**src/hdl/utf8sd_pkg.sv**
```systemverilog
`default_nettype none
// ----------------------------------------------------------------------------
// utf8sd_pkg
// Shared types and constants for the UTF-8 stream decoder
// ----------------------------------------------------------------------------
package utf8sd_pkg;

    localparam int unsigned BYTE_W   = 8;
    localparam int unsigned CP_W     = 21;
    localparam int unsigned CNT_W    = 16;
    localparam int unsigned LEFT_W   = 3;
    localparam int unsigned STATUS_W = 2;

    localparam logic [CNT_W-1:0] MAX_CHARS_RST = 16'hFFFF;

    // lead and trail byte payload masks
    localparam logic [BYTE_W-1:0] MASK_LEAD2  = 8'h1F;
    localparam logic [BYTE_W-1:0] MASK_LEAD3  = 8'h0F;
    localparam logic [BYTE_W-1:0] MASK_LEAD4  = 8'h07;
    localparam logic [BYTE_W-1:0] MASK_TRAIL  = 8'h3F;

    // last sequence position whose bits are still taken
    localparam logic [LEFT_W-1:0] LAST_ACC_POS = 3'd3;

    typedef enum logic [STATUS_W-1:0] {
        ST_OK       = 2'd0,
        ST_BAD_LEAD = 2'd1,
        ST_CUT      = 2'd2
    } t_status;

    typedef struct packed {
        logic [BYTE_W-1:0] in_byte;
        logic              end_of_string;
    } t_in_item;

    typedef struct packed {
        logic [CP_W-1:0]  code_point;
        t_status          status;
        logic [CNT_W-1:0] char_index;
        logic             last;
    } t_result;

endpackage : utf8sd_pkg
`default_nettype wire

```
**src/hdl/utf8_stream_decoder.sv**
```systemverilog
// path: an accepted byte is held in the input register, decoded, and its result held in the result register
// throughput: one byte per cycle, set by the single decode step between input and result
// registers; a downstream stall holds both registers in place
// reset: synchronous active-low i_rst_n clears sequence state and the result count
// and sets max_chars to 65535
`default_nettype none
// ----------------------------------------------------------------------------
// utf8_stream_decoder
// Lenient UTF-8 byte stream to code point decoder, at most one result per sequence
// ----------------------------------------------------------------------------
module utf8_stream_decoder
    import utf8sd_pkg::*;
(
    input  wire logic                i_clk,
    input  wire logic                i_rst_n,
    input  wire logic                i_cfg_wr_en,
    input  wire logic [CNT_W-1:0]    i_cfg_wr_data,
    input  wire logic                i_in_valid,
    output logic                     o_in_stall,
    input  wire logic [BYTE_W-1:0]   i_in_byte,
    input  wire logic                i_end_of_string,
    output logic                     o_out_valid,
    input  wire logic                i_out_stall,
    output logic [CP_W-1:0]          o_code_point,
    output logic [STATUS_W-1:0]      o_status,
    output logic [CNT_W-1:0]         o_char_index,
    output logic                     o_last
);

    t_in_item w_in_item;
    t_in_item w_item;
    logic     w_item_valid;
    logic     w_free;
    logic     w_step;
    logic     w_emit;
    t_result  w_result;
    t_result  w_out_result;

    assign w_in_item.in_byte       = i_in_byte;
    assign w_in_item.end_of_string = i_end_of_string;

    assign w_step = w_item_valid && w_free;

    utf8sd_in_stage u_in_stage (
        .i_clk        (i_clk),
        .i_rst_n      (i_rst_n),
        .i_in_valid   (i_in_valid),
        .o_in_stall   (o_in_stall),
        .i_item       (w_in_item),
        .i_take       (w_step),
        .o_item_valid (w_item_valid),
        .o_item       (w_item)
    );

    utf8sd_core u_core (
        .i_clk         (i_clk),
        .i_rst_n       (i_rst_n),
        .i_cfg_wr_en   (i_cfg_wr_en),
        .i_cfg_wr_data (i_cfg_wr_data),
        .i_step        (w_step),
        .i_item        (w_item),
        .o_emit        (w_emit),
        .o_result      (w_result)
    );

    utf8sd_out_stage u_out_stage (
        .i_clk       (i_clk),
        .i_rst_n     (i_rst_n),
        .i_load      (w_step && w_emit),
        .i_result    (w_result),
        .o_free      (w_free),
        .o_out_valid (o_out_valid),
        .i_out_stall (i_out_stall),
        .o_result    (w_out_result)
    );

    assign o_code_point = w_out_result.code_point;
    assign o_status     = w_out_result.status;
    assign o_char_index = w_out_result.char_index;
    assign o_last       = w_out_result.last;

endmodule : utf8_stream_decoder
`default_nettype wire

```
**src/hdl/utf8sd_in_stage.sv**
```systemverilog
`default_nettype none
// ----------------------------------------------------------------------------
// utf8sd_in_stage
// Input register: holds one byte transfer until the decode step takes it
// ----------------------------------------------------------------------------
module utf8sd_in_stage
    import utf8sd_pkg::*;
(
    input  wire logic     i_clk,
    input  wire logic     i_rst_n,
    input  wire logic     i_in_valid,
    output logic          o_in_stall,
    input  wire t_in_item i_item,
    input  wire logic     i_take,
    output logic          o_item_valid,
    output t_in_item      o_item
);

    logic     r_vld;
    t_in_item r_item;
    logic     w_load;

    assign o_in_stall   = r_vld && !i_take;
    assign w_load       = i_in_valid && !o_in_stall;
    assign o_item_valid = r_vld;
    assign o_item       = r_item;

    always_ff @(posedge i_clk) begin
        if (!i_rst_n) begin
            r_vld <= 1'b0;
        end else if (w_load) begin
            r_vld <= 1'b1;
        end else if (i_take) begin
            r_vld <= 1'b0;
        end
    end

    always_ff @(posedge i_clk) begin
        if (w_load) begin
            r_item <= i_item;
        end
    end

endmodule : utf8sd_in_stage
`default_nettype wire

```
**src/hdl/utf8sd_core.sv**
```systemverilog
`default_nettype none
// ----------------------------------------------------------------------------
// utf8sd_core
// Sequence state, result numbering and the one-byte decode step
// ----------------------------------------------------------------------------
module utf8sd_core
    import utf8sd_pkg::*;
(
    input  wire logic              i_clk,
    input  wire logic              i_rst_n,
    input  wire logic              i_cfg_wr_en,
    input  wire logic [CNT_W-1:0]  i_cfg_wr_data,
    input  wire logic              i_step,
    input  wire t_in_item          i_item,
    output logic                   o_emit,
    output t_result                o_result
);

    logic [LEFT_W-1:0] r_bytes_left, n_bytes_left;
    logic [LEFT_W-1:0] r_seq_position, n_seq_position;
    logic [CP_W-1:0]   r_accumulator, n_accumulator;
    logic [CNT_W-1:0]  r_result_count, n_result_count;
    logic [CNT_W-1:0]  r_max_chars;

    logic [LEFT_W-1:0] w_len;
    logic [BYTE_W-1:0] w_lead_bits;
    logic              w_req;
    logic [CP_W-1:0]   w_cp;
    t_status           w_status;
    logic [BYTE_W-1:0] w_b;
    logic              w_eos;

    assign w_b   = i_item.in_byte;
    assign w_eos = i_item.end_of_string;

    // lead byte classification
    always_comb begin
        unique case (w_b) inside
            [8'h00:8'h7F]: begin w_len = 3'd1; w_lead_bits = w_b;              end
            [8'hC0:8'hDF]: begin w_len = 3'd2; w_lead_bits = w_b & MASK_LEAD2; end
            [8'hE0:8'hEF]: begin w_len = 3'd3; w_lead_bits = w_b & MASK_LEAD3; end
            [8'hF0:8'hF7]: begin w_len = 3'd4; w_lead_bits = w_b & MASK_LEAD4; end
            [8'hF8:8'hFB]: begin w_len = 3'd5; w_lead_bits = w_b & MASK_LEAD4; end
            [8'hFC:8'hFD]: begin w_len = 3'd6; w_lead_bits = w_b & MASK_LEAD4; end
            default:       begin w_len = 3'd0; w_lead_bits = '0;               end
        endcase
    end

    always_comb begin
        n_bytes_left   = r_bytes_left;
        n_seq_position = r_seq_position;
        n_accumulator  = r_accumulator;
        w_req          = 1'b0;
        w_cp           = '0;
        w_status       = ST_OK;

        if (r_bytes_left == '0) begin
            if (w_len == 3'd0) begin
                w_req         = 1'b1;
                w_status      = ST_BAD_LEAD;
                n_accumulator = '0;
            end else if (w_len == 3'd1) begin
                w_req         = 1'b1;
                w_cp          = {{(CP_W-BYTE_W){1'b0}}, w_lead_bits};
                n_accumulator = '0;
            end else begin
                n_bytes_left   = w_len - 3'd1;
                n_seq_position = 3'd1;
                n_accumulator  = {{(CP_W-BYTE_W){1'b0}}, w_lead_bits};
            end
        end else begin
            if (r_seq_position <= LAST_ACC_POS) begin
                n_accumulator = {r_accumulator[CP_W-7:0], w_b[5:0]};
            end
            n_seq_position = r_seq_position + 3'd1;
            n_bytes_left   = r_bytes_left - 3'd1;
            if (n_bytes_left == '0) begin
                w_req          = 1'b1;
                w_cp           = n_accumulator;
                n_accumulator  = '0;
                n_seq_position = '0;
            end
        end

        // string ends inside a sequence
        if (w_eos && n_bytes_left != '0) begin
            w_req    = 1'b1;
            w_cp     = '0;
            w_status = ST_CUT;
        end

        o_emit              = w_req && (r_result_count < r_max_chars);
        o_result.code_point = w_cp;
        o_result.status     = w_status;
        o_result.char_index = r_result_count;
        o_result.last       = w_eos;

        n_result_count = r_result_count + {{(CNT_W-1){1'b0}}, o_emit};

        if (w_eos) begin
            n_bytes_left   = '0;
            n_seq_position = '0;
            n_accumulator  = '0;
            n_result_count = '0;
        end
    end

    always_ff @(posedge i_clk) begin
        if (!i_rst_n) begin
            r_bytes_left   <= '0;
            r_seq_position <= '0;
            r_accumulator  <= '0;
            r_result_count <= '0;
        end else if (i_step) begin
            r_bytes_left   <= n_bytes_left;
            r_seq_position <= n_seq_position;
            r_accumulator  <= n_accumulator;
            r_result_count <= n_result_count;
        end
    end

    always_ff @(posedge i_clk) begin
        if (!i_rst_n) begin
            r_max_chars <= MAX_CHARS_RST;
        end else if (i_cfg_wr_en) begin
            r_max_chars <= i_cfg_wr_data;
        end
    end

endmodule : utf8sd_core
`default_nettype wire

```
**src/hdl/utf8sd_out_stage.sv**
```systemverilog
`default_nettype none
// ----------------------------------------------------------------------------
// utf8sd_out_stage
// Result register: holds one result until the downstream transfer completes
// ----------------------------------------------------------------------------
module utf8sd_out_stage
    import utf8sd_pkg::*;
(
    input  wire logic    i_clk,
    input  wire logic    i_rst_n,
    input  wire logic    i_load,
    input  wire t_result i_result,
    output logic         o_free,
    output logic         o_out_valid,
    input  wire logic    i_out_stall,
    output t_result      o_result
);

    logic    r_vld;
    t_result r_result;

    assign o_free      = !r_vld || !i_out_stall;
    assign o_out_valid = r_vld;
    assign o_result    = r_result;

    always_ff @(posedge i_clk) begin
        if (!i_rst_n) begin
            r_vld <= 1'b0;
        end else if (o_free) begin
            r_vld <= i_load;
        end
    end

    always_ff @(posedge i_clk) begin
        if (o_free && i_load) begin
            r_result <= i_result;
        end
    end

endmodule : utf8sd_out_stage
`default_nettype wire
```
**config.mk**
```make
export PLATFORM = sky130hd
export DESIGN_NAME = utf8_stream_decoder
export DESIGN_NICKNAME = d
export VERILOG_FILES = /design/src/hdl/utf8sd_pkg.sv /design/src/hdl/utf8_stream_decoder.sv /design/src/hdl/utf8sd_in_stage.sv /design/src/hdl/utf8sd_core.sv /design/src/hdl/utf8sd_out_stage.sv
export SDC_FILE = /design/constraint.sdc
export NUM_CORES = 1
export LEC_CHECK = 0
export BUFFER_PORTS_ARGS = -buffer_cell sky130_fd_sc_hd__buf_2
export CAP_MARGIN = 20
export CORE_MARGIN = 1.5
export CORE_UTILIZATION = 61
export DETAILED_ROUTE_END_ITERATION = 8
export PLACE_DENSITY = 0.81
export SETUP_SLACK_MARGIN = 0.05
export SYNTH_ARGS = -nofsm -noshare
export SYNTH_HDL_FRONTEND = slang
export SYNTH_SLANG_ARGS = --single-unit
```
**constraint.sdc**
```tcl
create_clock -name i_clk -period 16.9 [get_ports i_clk]
set_input_delay 3.38 -clock i_clk [delete_from_list [all_inputs] [get_ports i_clk]]
set_output_delay 3.38 -clock i_clk [all_outputs]
set_load 0.01 [all_outputs]
```
==> metrics <==
design area 5600 sq um; CP most frequent cell buf_2; vias per cell 5.89; routability cong. 0.843; Post-synth EDFFs 49; fraction of registers with async set/reset 0; worst clock skew 9.32 ps; number of H-tree levels 3; Final WS setup 9680 ps; commonest cells after routing, fill and taps aside buf_2 (71), dfxtp_1 (61), nor2_1 (52); full die area 8740 sq um; num ports 72; core area 7810 sq um; placed cell area 5400 sq um; Setup WS pre-CTS 9680 ps; Worst Path Arrival 3840 ps; worst setup path class primary input to primary output; PwrDens 86.6 nW/um^2; crit start category primary input; Routed WL 9830 um; WL/cell 15.4 um; CTS root buf clkbuf_8; crit-path cells buf_2 -> and3_1 -> buf_2; fin util 0.717; top_reg_cell synth dfxtp_1; gr usage total 0.239; Setup-failing EPs final 0; synthesis warning total 0; nets@finish 586; Post-CTS Setup Inserts 0; Die Width 93.5 um; max-slew violations 0; Data required, critical path 13,520 ps; Crit. End Element primary output; first-pass GRT wire length 16,200 um; first-pass iteration count of the detailed router 5; register area share after synthesis 0.539; antenna viol nets, final 0; Max Clk Rate 139 MHz; share of layout cells above drive strength 1 0.204; CTS resizes 0; Distinct cells, synth 52; Fin Setup TNS 0 ps; CP Max Fanout 4; Final Cycle Share 0.427; VDD IR-drop max 0.0518 mV; worst hold slack 495 ps; slowest stage delay, CP 200 ps; # hold bufs at CTS 0; Final Hold Vio Count 0; CTS sink count 110; Filler Cells Inserted 560; Reg clk slew, reported paths 100 ps; vias in the first global route 3,497; vias 3,771; Max Root-Sink Buffers 2; Worst-Skew Late Latency 370 ps; CP max stage cell and3_1; cts bufs inserted 9; actual slew at the worst max-slew pin 786 ps; Syn Inst Count 467; Die Ht 93.5 um; Pleak 2.22 nW; RSZ-0062 raised after global routing false; IO buf count 71; grt ovf 0; initial antenna violation count 0; HPWL after detailed placement 6860 um; ant diodes 0; DRC Markers 0; Seq cells post-synth 110; Mapped Area 4990 sq um; largest net degree at the start of global routing 40; min cycle time layout 7220 ps; status finished, final reports clean; CTS tree done; initial core utilization 0.639; maxcap violations 0; area grow syn2layout 12.2%; Synthesized Nets 520; Max transition margin 0.473; Cell Rows 32; Worst Hold Class register to register; most common cell after layout, fill and taps aside buf_2; Mapped Avg Cell Area 10.7 sq um; drt first-iter violations 225
[worst max-delay path: cells and delay by family]
family / cells / cell delay [ps]
buffers and inverters: 2 / 260
and+or+nand+nor: 1 / 200
[synth_stat cells, drive strengths merged, types with 4 or more instances]
master | instances | area share
nand3 | 12 | 0.012
nor2b | 4 | 0.0050
nor3 | 20 | 0.031
a21oi | 17 | 0.017
nor4 | 7 | 0.0088
and2 | 4 | 0.0050
and3 | 7 | 0.0088
nand2 | 33 | 0.025
buf | 10 | 0.015
mux2i | 16 | 0.032
a22oi | 24 | 0.036
or3 | 4 | 0.0050
inv | 24 | 0.018
xnor2 | 8 | 0.014
nor2 | 52 | 0.039
clkbuf | 12 | 0.0090
o21ai | 15 | 0.015
ha | 23 | 0.058
edfxtp | 49 | 0.29
o211ai | 15 | 0.023
a211oi | 5 | 0.0075
nand2b | 6 | 0.0090
nand4 | 6 | 0.0075
dfxtp | 61 | 0.24
[per-stage QoR]
stage / total power [W] / instances
global route: 0.000504 / 640
detailed placement: 0.000343 / 622
finish: 0.000485 / 640
CTS: 0.000485 / 638
floorplan: 0.000329 / 467
global placement: 0.000342 / 622
[per-layer routing]
metal	part of all wire	up-vias	routed length [um]	GRT usage
met4	0.016	0	160	0.101
met5	0	-	0	0
met3	0.046	13	456	0.0382
met2	0.47	107	4620	0.381
li1	-	1849	-	-
met1	0.47	1802	4590	0.323
[where the power goes]
part	total, W	internal [W]	switching, W
Sequential	0.000293	0.000288	0.00000486
Clock	0.000146	0.0000612	0.0000852
Combinational	0.0000457	0.0000166	0.0000291
[cell families after synthesis]
| kind of cell | Yosys count | synth area share |
|---|---|---|
| buffers and inverters | 47 | 0.0426 |
| XOR/XNOR | 11 | 0.0193 |
| adder cells (fa/ha/maj) | 23 | 0.0576 |
| multiplexers | 17 | 0.0343 |
| AO/OA/AOI/OAI | 101 | 0.146 |
| flip-flops | 110 | 0.539 |
| AND/OR/NAND/NOR | 158 | 0.161 |
[state kept, by name, indices dropped and copies added (netlist names)]
signal / cells
u_in_stage.o_item: 9
u_out_stage.o_out_valid: 1
u_core.r_result_count: 16
u_core.r_max_chars: 16
u_core.r_accumulator: 21
u_in_stage.o_item_valid: 1
u_out_stage.o_result: 40
u_core.r_seq_position: 3
u_core.r_bytes_left: 3
[worst paths after layout]
path	startpoint	endpoint	slack, ps	cells past startpoint
worst max-delay path	i_out_stall	o_in_stall	9680	3
worst max register to register	u_in_stage.o_item[3]$_DFFE_PP_	u_core.r_result_count[15]$_SDFFE_PN0P_	13170	14
worst min-delay path	u_in_stage.o_item_valid$_SDFFE_PN0P_	u_out_stage.o_out_valid$_SDFFE_PN0P_	490	2
worst min register to register	u_in_stage.o_item_valid$_SDFFE_PN0P_	u_out_stage.o_out_valid$_SDFFE_PN0P_	490	2
[cell type report]
cell class,instances,area (sq um),area share
inverters,25,93.8,0.0168
flip-flops and latches,110,2690,0.481
repair buffers,77,408,0.0728
multi-input cells,310,2100,0.375
clock buffers,12,155,0.0277
clock inverters,4,22.5,0.00402
well taps,102,128,0.0228
No activity file was read; power rests on OpenSTA's default activity.
